### config.mk
export PLATFORM = sky130hd
export DESIGN_NAME = stereo_rms_level_meter
export DESIGN_NICKNAME = d
export VERILOG_FILES = /design/src/design/srlm_pkg.sv /design/src/design/stereo_rms_level_meter.sv /design/src/design/srlm_ctrl.sv /design/src/design/srlm_dp.sv
export SDC_FILE = /design/constraint.sdc
export NUM_CORES = 2
export LEC_CHECK = 0
export BUFFER_PORTS_ARGS = -buffer_cell sky130_fd_sc_hd__buf_2
export CORE_UTILIZATION = 60
export DETAILED_ROUTE_END_ITERATION = 8
export PLACE_DENSITY = 0.8
export SLEW_MARGIN = 20
export SYNTH_ARGS = -nofsm -noshare
export SYNTH_HDL_FRONTEND = slang
export SYNTH_HIERARCHICAL = 1
export SYNTH_SLANG_ARGS = --single-unit
export TNS_END_PERCENT = 1
### constraint.sdc
create_clock -name i_clk -period 21 [get_ports i_clk]
set_input_delay 6.3 -clock i_clk [delete_from_list [all_inputs] [get_ports i_clk]]
set_output_delay 6.3 -clock i_clk [all_outputs]
set_load 0.01 [all_outputs]
### src/design/srlm_pkg.sv
// Shared types and constants for the stereo RMS level meter.
// No dependencies; used by srlm_ctrl, srlm_dp and stereo_rms_level_meter.
package srlm_pkg;

    // Default buffer length limit in pairs
    localparam int unsigned MAX_PAIRS_DEF = 1024;

    // Field widths
    localparam int unsigned SMP_W   = 16;   // one sample, signed Q1.15
    localparam int unsigned SQ_W    = 31;   // square of one sample
    localparam int unsigned COEF_W  = 16;   // Q16 coefficient
    localparam int unsigned RMS_W   = 15;   // RMS result
    localparam int unsigned LVL_W   = 16;   // smoothed level
    localparam int unsigned MEAN_W  = 29;   // mean square, at most 2^28
    localparam int unsigned RAD_W   = 30;   // mean square padded to even width
    localparam int unsigned SREM_W  = 17;   // root remainder
    localparam int unsigned IN_W    = 32;   // input tdata width
    localparam int unsigned OUT_W   = 32;   // output tdata width
    localparam int unsigned CIDX_W  = 8;    // configuration index width

    // Configuration register indexes
    localparam logic [CIDX_W-1:0] REG_DECAY = 8'd0;
    localparam logic [CIDX_W-1:0] REG_GAIN  = 8'd1;

    // Configuration reset values (0.8 and 0.5 in Q16)
    localparam logic [COEF_W-1:0] DECAY_RST = 16'd52429;
    localparam logic [COEF_W-1:0] GAIN_RST  = 16'd32768;

    // Rounding offset for the Q16 level product
    localparam logic [32:0] LVL_ROUND = 33'd32768;

    // Commands from the controller to the datapath
    typedef struct packed {
        logic capture;     // register the squares of an accepted pair
        logic acc_add;     // add the squares into the running sum
        logic div_init;    // load divider, clear sum and count
        logic div_step;    // one quotient bit
        logic sqrt_init;   // load root unit from the quotient
        logic sqrt_step;   // one root bit
        logic mul;         // form both level products
        logic level;       // update level and load the output register
    } t_cmd;

endpackage

### src/design/stereo_rms_level_meter.sv
// Top level of the stereo RMS level meter.
// Depends on srlm_pkg, srlm_ctrl and srlm_dp.
//
//  channel   | direction | handshake                  | payload
//  ----------+-----------+----------------------------+---------------------------------
//  s_axis    | in        | s_axis_tvalid/tready       | tdata: left, right; tlast: end
//  m_axis    | out       | m_axis_tvalid/tready       | tdata: rms_value, smoothed_level
//  cfg       | in        | i_cfg_valid/o_cfg_ready    | i_cfg_index, i_cfg_data
//
// A pair without tlast is accepted, then its squares are added.
// A pair with tlast is accepted and added, then passes the serial divider
// (SUM_W - 3 quotient bits, SUM_W = 32 + clog2(MAX_PAIRS)), the 15-step
// root unit and the level update. A new pair is taken while a result waits
// in the output register; a second result holds in the level stage until it frees.
// Reset is synchronous and active low and clears sum, count and level.
module stereo_rms_level_meter #(
    parameter int unsigned MAX_PAIRS = srlm_pkg::MAX_PAIRS_DEF
) (
    input  logic                              i_clk,
    input  logic                              i_rst_n,
    input  logic                              s_axis_tvalid,
    output logic                              s_axis_tready,
    // [15:0] left_sample, [31:16] right_sample
    input  logic [srlm_pkg::IN_W-1:0]         s_axis_tdata,
    input  logic                              s_axis_tlast,
    output logic                              m_axis_tvalid,
    input  logic                              m_axis_tready,
    // [14:0] rms_value, [30:15] smoothed_level, [31] zero
    output logic [srlm_pkg::OUT_W-1:0]        m_axis_tdata,
    input  logic                              i_cfg_valid,
    output logic                              o_cfg_ready,
    input  logic [srlm_pkg::CIDX_W-1:0]       i_cfg_index,
    input  logic [srlm_pkg::COEF_W-1:0]       i_cfg_data
);

    srlm_pkg::t_cmd w_cmd;

    assign o_cfg_ready = 1'b1;

    srlm_ctrl #(
        .MAX_PAIRS (MAX_PAIRS)
    ) u_ctrl (
        .i_clk       (i_clk),
        .i_rst_n     (i_rst_n),
        .i_in_valid  (s_axis_tvalid),
        .i_in_last   (s_axis_tlast),
        .o_in_ready  (s_axis_tready),
        .i_out_ready (m_axis_tready),
        .o_out_valid (m_axis_tvalid),
        .o_cmd       (w_cmd)
    );

    srlm_dp #(
        .MAX_PAIRS (MAX_PAIRS)
    ) u_dp (
        .i_clk       (i_clk),
        .i_rst_n     (i_rst_n),
        .i_cmd       (w_cmd),
        .i_left      (s_axis_tdata[15:0]),
        .i_right     (s_axis_tdata[31:16]),
        .i_cfg_valid (i_cfg_valid),
        .i_cfg_index (i_cfg_index),
        .i_cfg_data  (i_cfg_data),
        .o_out_data  (m_axis_tdata)
    );

endmodule

### src/design/srlm_ctrl.sv
// Controller state machine of the stereo RMS level meter.
// Depends on srlm_pkg; drives srlm_dp through a t_cmd command struct.
module srlm_ctrl #(
    parameter int unsigned MAX_PAIRS = srlm_pkg::MAX_PAIRS_DEF
) (
    input  logic           i_clk,
    input  logic           i_rst_n,
    input  logic           i_in_valid,
    input  logic           i_in_last,
    output logic           o_in_ready,
    input  logic           i_out_ready,
    output logic           o_out_valid,
    output srlm_pkg::t_cmd o_cmd
);

    localparam int unsigned SUM_W  = 32 + $clog2(MAX_PAIRS);
    localparam int unsigned DIV_W  = SUM_W - 3;
    localparam int unsigned STEP_W = $clog2(DIV_W);

    typedef enum logic [2:0] {
        S_IDLE,
        S_ACC,
        S_DINIT,
        S_DIV,
        S_SINIT,
        S_SQRT,
        S_MUL,
        S_LVL
    } t_state;

    t_state              r_state, n_state;
    logic                r_last, n_last;
    logic [STEP_W-1:0]   r_step, n_step;
    logic                r_out_valid, n_out_valid;
    logic                w_load;

    // Output register free or being emptied this cycle
    assign w_load = (r_state == S_LVL) && (!r_out_valid || i_out_ready);

    // Commands decoded from the state
    always_comb begin
        o_cmd           = '0;
        o_cmd.capture   = (r_state == S_IDLE) && i_in_valid;
        o_cmd.acc_add   = (r_state == S_ACC);
        o_cmd.div_init  = (r_state == S_DINIT);
        o_cmd.div_step  = (r_state == S_DIV);
        o_cmd.sqrt_init = (r_state == S_SINIT);
        o_cmd.sqrt_step = (r_state == S_SQRT);
        o_cmd.mul       = (r_state == S_MUL);
        o_cmd.level     = w_load;
    end

    assign o_in_ready  = (r_state == S_IDLE);
    assign o_out_valid = r_out_valid;

    // Next state, step counter and output valid
    always_comb begin
        n_state     = r_state;
        n_last      = r_last;
        n_step      = r_step;
        n_out_valid = r_out_valid && !i_out_ready;
        case (r_state)
            S_IDLE: begin
                if (i_in_valid) begin
                    n_last  = i_in_last;
                    n_state = S_ACC;
                end
            end
            S_ACC: begin
                n_state = r_last ? S_DINIT : S_IDLE;
            end
            S_DINIT: begin
                n_step  = STEP_W'(DIV_W - 1);
                n_state = S_DIV;
            end
            S_DIV: begin
                if (r_step == '0) begin
                    n_state = S_SINIT;
                end else begin
                    n_step = r_step - 1'b1;
                end
            end
            S_SINIT: begin
                n_step  = STEP_W'(srlm_pkg::RMS_W - 1);
                n_state = S_SQRT;
            end
            S_SQRT: begin
                if (r_step == '0) begin
                    n_state = S_MUL;
                end else begin
                    n_step = r_step - 1'b1;
                end
            end
            S_MUL: begin
                n_state = S_LVL;
            end
            S_LVL: begin
                // hold until the output register can take the result
                if (w_load) begin
                    n_out_valid = 1'b1;
                    n_state     = S_IDLE;
                end
            end
            default: begin
                n_state = S_IDLE;
            end
        endcase
    end

    // State and registered outputs
    always_ff @(posedge i_clk) begin
        if (!i_rst_n) begin
            r_state     <= S_IDLE;
            r_last      <= 1'b0;
            r_step      <= '0;
            r_out_valid <= 1'b0;
        end else begin
            r_state     <= n_state;
            r_last      <= n_last;
            r_step      <= n_step;
            r_out_valid <= n_out_valid;
        end
    end

endmodule

### src/design/srlm_dp.sv
// Datapath of the stereo RMS level meter: squares, running sum, serial
// divider, serial square root, level update and coefficient registers.
// Depends on srlm_pkg; commanded by srlm_ctrl.
module srlm_dp #(
    parameter int unsigned MAX_PAIRS = srlm_pkg::MAX_PAIRS_DEF
) (
    input  logic                               i_clk,
    input  logic                               i_rst_n,
    input  srlm_pkg::t_cmd                     i_cmd,
    input  logic signed [srlm_pkg::SMP_W-1:0]  i_left,
    input  logic signed [srlm_pkg::SMP_W-1:0]  i_right,
    input  logic                               i_cfg_valid,
    input  logic [srlm_pkg::CIDX_W-1:0]        i_cfg_index,
    input  logic [srlm_pkg::COEF_W-1:0]        i_cfg_data,
    output logic [srlm_pkg::OUT_W-1:0]         o_out_data
);

    localparam int unsigned CNT_W = $clog2(MAX_PAIRS + 1);
    localparam int unsigned SUM_W = 32 + $clog2(MAX_PAIRS);
    localparam int unsigned DIV_W = SUM_W - 3;
    localparam logic [CNT_W-1:0] CNT_MAX = CNT_W'(MAX_PAIRS);

    localparam int unsigned SQ_W   = srlm_pkg::SQ_W;
    localparam int unsigned RMS_W  = srlm_pkg::RMS_W;
    localparam int unsigned LVL_W  = srlm_pkg::LVL_W;
    localparam int unsigned COEF_W = srlm_pkg::COEF_W;
    localparam int unsigned RAD_W  = srlm_pkg::RAD_W;
    localparam int unsigned MEAN_W = srlm_pkg::MEAN_W;
    localparam int unsigned SREM_W = srlm_pkg::SREM_W;

    logic signed [31:0]  w_ext_l, w_ext_r, w_prod_l, w_prod_r;
    logic [SQ_W-1:0]     r_sq_l, r_sq_r;
    logic [SUM_W-1:0]    r_sum;
    logic [CNT_W-1:0]    r_cnt;
    logic [DIV_W-1:0]    r_div;
    logic [CNT_W-1:0]    r_rem, r_dvs;
    logic [CNT_W:0]      w_rem_sh, w_rem_sub;
    logic                w_div_ge;
    logic [RAD_W-1:0]    r_rad;
    logic [SREM_W-1:0]   r_srem;
    logic [RMS_W-1:0]    r_root;
    logic [SREM_W+1:0]   w_srem_sh, w_trial, w_srem_sub;
    logic                w_sqrt_ge;
    logic [COEF_W-1:0]   r_decay, r_gain;
    logic [LVL_W-1:0]    r_level;
    logic [31:0]         r_p_lvl;
    logic [30:0]         r_p_rms;
    logic [32:0]         w_lsum;
    logic [LVL_W-1:0]    w_lev_sat;
    logic [srlm_pkg::OUT_W-1:0] r_out_data;

    // Square both samples of the pair
    assign w_ext_l  = 32'(i_left);
    assign w_ext_r  = 32'(i_right);
    assign w_prod_l = w_ext_l * w_ext_l;
    assign w_prod_r = w_ext_r * w_ext_r;

    always_ff @(posedge i_clk) begin
        if (i_cmd.capture) begin
            r_sq_l <= w_prod_l[SQ_W-1:0];
            r_sq_r <= w_prod_r[SQ_W-1:0];
        end
    end

    // Accumulate until the pair limit, clear when the divider loads
    always_ff @(posedge i_clk) begin
        if (!i_rst_n) begin
            r_sum <= '0;
            r_cnt <= '0;
        end else if (i_cmd.div_init) begin
            r_sum <= '0;
            r_cnt <= '0;
        end else if (i_cmd.acc_add && (r_cnt < CNT_MAX)) begin
            r_sum <= r_sum + SUM_W'(r_sq_l) + SUM_W'(r_sq_r);
            r_cnt <= r_cnt + 1'b1;
        end
    end

    // Restoring divider: (sum / 8) / count, one quotient bit per cycle
    assign w_rem_sh  = {r_rem, r_div[DIV_W-1]};
    assign w_div_ge  = (w_rem_sh >= {1'b0, r_dvs});
    assign w_rem_sub = w_rem_sh - {1'b0, r_dvs};

    always_ff @(posedge i_clk) begin
        if (i_cmd.div_init) begin
            r_div <= r_sum[SUM_W-1:3];
            r_rem <= '0;
            r_dvs <= r_cnt;
        end else if (i_cmd.div_step) begin
            if (w_div_ge) begin
                r_rem <= w_rem_sub[CNT_W-1:0];
                r_div <= {r_div[DIV_W-2:0], 1'b1};
            end else begin
                r_rem <= w_rem_sh[CNT_W-1:0];
                r_div <= {r_div[DIV_W-2:0], 1'b0};
            end
        end
    end

    // Digit-by-digit square root, two radicand bits per cycle
    assign w_srem_sh  = {r_srem, r_rad[RAD_W-1 -: 2]};
    assign w_trial    = (SREM_W + 2)'({r_root, 2'b01});
    assign w_sqrt_ge  = (w_srem_sh >= w_trial);
    assign w_srem_sub = w_srem_sh - w_trial;

    always_ff @(posedge i_clk) begin
        if (i_cmd.sqrt_init) begin
            r_rad  <= {1'b0, r_div[MEAN_W-1:0]};
            r_srem <= '0;
            r_root <= '0;
        end else if (i_cmd.sqrt_step) begin
            r_rad <= {r_rad[RAD_W-3:0], 2'b00};
            if (w_sqrt_ge) begin
                r_srem <= w_srem_sub[SREM_W-1:0];
                r_root <= {r_root[RMS_W-2:0], 1'b1};
            end else begin
                r_srem <= w_srem_sh[SREM_W-1:0];
                r_root <= {r_root[RMS_W-2:0], 1'b0};
            end
        end
    end

    // Coefficient registers; writes beyond the list are dropped
    always_ff @(posedge i_clk) begin
        if (!i_rst_n) begin
            r_decay <= srlm_pkg::DECAY_RST;
            r_gain  <= srlm_pkg::GAIN_RST;
        end else if (i_cfg_valid) begin
            case (i_cfg_index)
                srlm_pkg::REG_DECAY: r_decay <= i_cfg_data;
                srlm_pkg::REG_GAIN:  r_gain  <= i_cfg_data;
                default: ;
            endcase
        end
    end

    // Level products
    always_ff @(posedge i_clk) begin
        if (i_cmd.mul) begin
            r_p_lvl <= 32'(r_level) * 32'(r_decay);
            r_p_rms <= 31'(r_root) * 31'(r_gain);
        end
    end

    // Round, scale and saturate the level
    assign w_lsum    = 33'(r_p_lvl) + 33'(r_p_rms) + srlm_pkg::LVL_ROUND;
    assign w_lev_sat = w_lsum[32] ? {LVL_W{1'b1}} : w_lsum[31:16];

    always_ff @(posedge i_clk) begin
        if (!i_rst_n) begin
            r_level <= '0;
        end else if (i_cmd.level) begin
            r_level <= w_lev_sat;
        end
    end

    // Output register: rms in the low bits, level above, zero pad on top
    always_ff @(posedge i_clk) begin
        if (i_cmd.level) begin
            r_out_data <= {1'b0, w_lev_sat, r_root};
        end
    end

    assign o_out_data = r_out_data;

endmodule
==> results.ini <==
[run_status]
status = finished clean

[final_layout]
regArea_mm2 = 0.0101
multi_input_area_mm2 = 0.0372
layout-drive-gt1-share_pct = 5.48
nets = 6768
final_util_pct = 64.1
num-fill-cells = 6815
area.growth.synth_to_final_pct = 5.12
design_area_mm2 = 0.0549
final_cell_mix = inv_1, fa_1, nand2_1
antenna_cells = 0
final_common_cell = inv_1

[synth]
ys_types = 82
synth_enable_flop_cells = 233
avgSynthCellArea_um2 = 9.72
ys_seq_elements = 389
ys_warn_count = 6
ys_seq_area_share_pct = 19.4
syn_inst = 5377
ys.flop_type = edfxtp_1
netlist_area_mm2 = 0.0522
async_reset_ff_share_pct = 0

[die]
io-pin-count = 97
die_area_mm2 = 0.0883
fp.dieW_um = 297
rows = 107
start_util_pct = 61.0
die_y_um = 297
design.core.area_mm2 = 0.0857

[route]
drc = 0
routed_wirelength_um = 112000
drtPass1Iterations = 5
wl_per_cell_um = 17.2
drt_iter0_markers = 1960
via_count = 36300
viasPerCell = 5.56
antenna_left = 0

[place]
gp_congestion = 0.891
placed_area_mm2 = 0.0536
io_buffers = 94
dp_hpwl_um = 88900

[timing]
maxSlewHeadroom_pct = 37.4
worstMarginPinSlew_ns = 0.938
final-hold-violation-count = 0
setup_viol = 0
max_freq_mhz = 79.4
drv_slew = 0
period_share_pct = 59.9
setup_tns_ns = 0
finClkSkew_ns = 0.0347
rsz0062_at_grt = no
layout_min_cycle_time_ns = 12.59

[setup_path]
reg2regPathDepth = 21
worst_r2r_endpoint = u_dp/r_p_rms[30]
cp.arrival_ns = 12.90
cp_max_fo = 17
worstPathRequired_ns = 21.31
crit_start = s_axis_tdata[31]
crit_path_start_kind = primary input
crit_path_end_kind = register
rrSetupSlack_ns = 13.83
r2r-start = u_dp/r_root[6]
crit_type = primary input to register
crit_end = u_dp/r_sq_r[30]

[cts]
postCtsHoldBufs = 0
clockBufferDepth = 3
h-tree-depth = 2
clk_pin_slew_ns = 0.06
tritoncts = built
root_buffer = clkbuf_16
post-cts-setup-buffer-count = 0
cts_resized = 0
cts_made_buffers = 41
clk_latency_ns = 0.60
clock_sinks = 389

[power_and_ir_drop]
power_density_mw_per_mm2 = 144
p_sw_share_pct = 46.9
p_leak_uw = 0.0269
p_int_uw = 4210
p_seq_share_pct = 16.3
power_frac_comb_pct = 74.7
max-vdd-ir-drop_v = 0.000429
clkPwrFrac_pct = 8.9
power_switching_uw = 3720

[global_route]
grtUsageTotal_pct = 26.4
grt_pass1_wl_um = 190000
gr-total-overflow = 0
grt_pass1_vias = 39300
antenna_found_initial = 0
grt_max_degree = 64

[worst_hold_path]
hold_class = register to register
worstHoldPathCells = 2

[job]
cap_violations = 0

==> layer usage <==
metal	vias up	GRT usage, %	part of all wire, %
li1	16800	-	-
met1	18300	32.2	40
met2	925	48.3	52
met3	282	2.40	4.1
met4	0	9.88	3.9
met5	-	0	0
==> registers in the layout, indices dropped and copies added, names as in the netlist, 17 cells and up <==
name	count
u_dp/o_out_data	31
u_dp/r_div	39
u_dp/r_p_lvl	32
u_dp/r_sum	42
u_dp/r_sq_r	30
u_dp/r_srem	17
u_dp/r_sq_l	30
u_dp/r_rad	30
u_dp/r_p_rms	31
==> synth_stat cells, types with 5 or more instances <==
library cell  number  area, um2
nand2b_1          35        219
o21ai_1            6       30.0
or2_2             16        100
a21oi_1          168        841
inv_1           1144       4290
o311a_1            5       50.1
o21bai_1          20        150
o21ai_0          108        541
a21boi_0          13       97.6
nor3_1            27        135
and3_1            21        131
mux2i_1           63        631
mux2_2            68        766
nor3b_1            8       60.1
xor2_1            59        517
a31o_2            11       96.3
fa_1             864      17300
clkbuf_1         163        612
o31ai_1           12       90.1
a21o_1            65        488
nor4_1             5       31.3
nor2_1           234        878
xnor2_1          147       1290
edfxtp_1         233       7000
ha_1             493       6170
a221oi_1           6       52.6
and4_1             6       52.6
and2_1           321       2010
or3_1              8       50.1
nand2_1          562       2110
a211oi_1          43        323
a211o_1           10       87.6
nand3_1           47        235
dfxtp_1          156       3120
nand4_1           24        150
buf_2              5       25.0
nor2b_1           44        275
buf_1             10       37.5
o21a_1            33        248
a31oi_1           20        125
o31a_1             6       52.6
o211ai_1          13       97.6
==> critical path, cell delays in order <==
cell,delay (ns)
buf_2,0.31
inv_1,0.37
nor2_1,0.30
xnor2_1,0.11
ha_1,0.29
inv_1,0.05
fa_1,0.49
fa_1,0.52
inv_1,0.06
fa_1,0.49
fa_1,0.49
inv_1,0.05
fa_1,0.47
inv_1,0.04
ha_1,0.32
or2_2,0.34
a31o_1,0.22
a21oi_1,0.15
o21ai_0,0.15
a221o_1,0.41
o31a_1,0.27
a41o_1,0.26
o41a_1,0.32
xnor2_1,0.13
==> per-stage QoR <==
step	worst slack, ns	power (uW)	instances	hold slack [ns]
floorplan	8.42	5990	5379	0.406
global placement	7.98	7020	6450	0.444
detailed placement	7.85	7210	6450	0.454
CTS	8.44	7960	6526	0.463
global route	8.10	8770	6526	0.484
finish	8.41	7920	6526	0.460
==> worst min-delay path by stage <==
stage                          endpoint            start  slack, ns
global placement         u_dp/r_rem[10]   u_dp/r_rem[10]       0.44
detailed placement        u_dp/r_sum[1]    u_dp/r_sum[1]       0.45
global route              u_dp/r_sum[1]    u_dp/r_sum[1]       0.48
floorplan           u_dp/o_out_data[10]  u_dp/r_root[10]       0.41
CTS                       u_dp/r_sum[1]    u_dp/r_sum[1]       0.46
finish                   u_dp/r_rem[10]   u_dp/r_rem[10]       0.46
==> cells by family (layout without fill, tap and decap cells) <==
family	Yosys count	in the layout	share of synthesized area, %
and+or+nand+nor	1374	1374	12.6
adders and majority gates	1357	1357	44.9
buffers and inverters	1331	1334	9.62
AOI/OAI and AO/OA	587	587	7.36
DFF	389	389	19.4
xor gates and xnor gates	206	206	3.45
muxes	131	131	2.67
other	2	4	0.0144
==> cell type report <==
type	count	share of cell area, %
inverter	1148	7.85
clock buffer	50	1.95
clock inverter	26	0.424
sequential	389	18.4
tap	1144	2.61
multi-input combinational	3659	67.7
timing repair buffer	110	1.08
==> power groups by stage <==
| stage | Clock, uW | Combinational (uW) | Sequential (uW) |
|---|---|---|---|
| finish | 709 | 5920 | 1290 |
| global route | 755 | 6720 | 1300 |
| CTS | 722 | 5940 | 1290 |
| detailed placement | 0 | 5900 | 1310 |
| global placement | 0 | 5720 | 1300 |
| floorplan | 0 | 4730 | 1260 |
No activity file was read; power rests on OpenSTA's default activity.
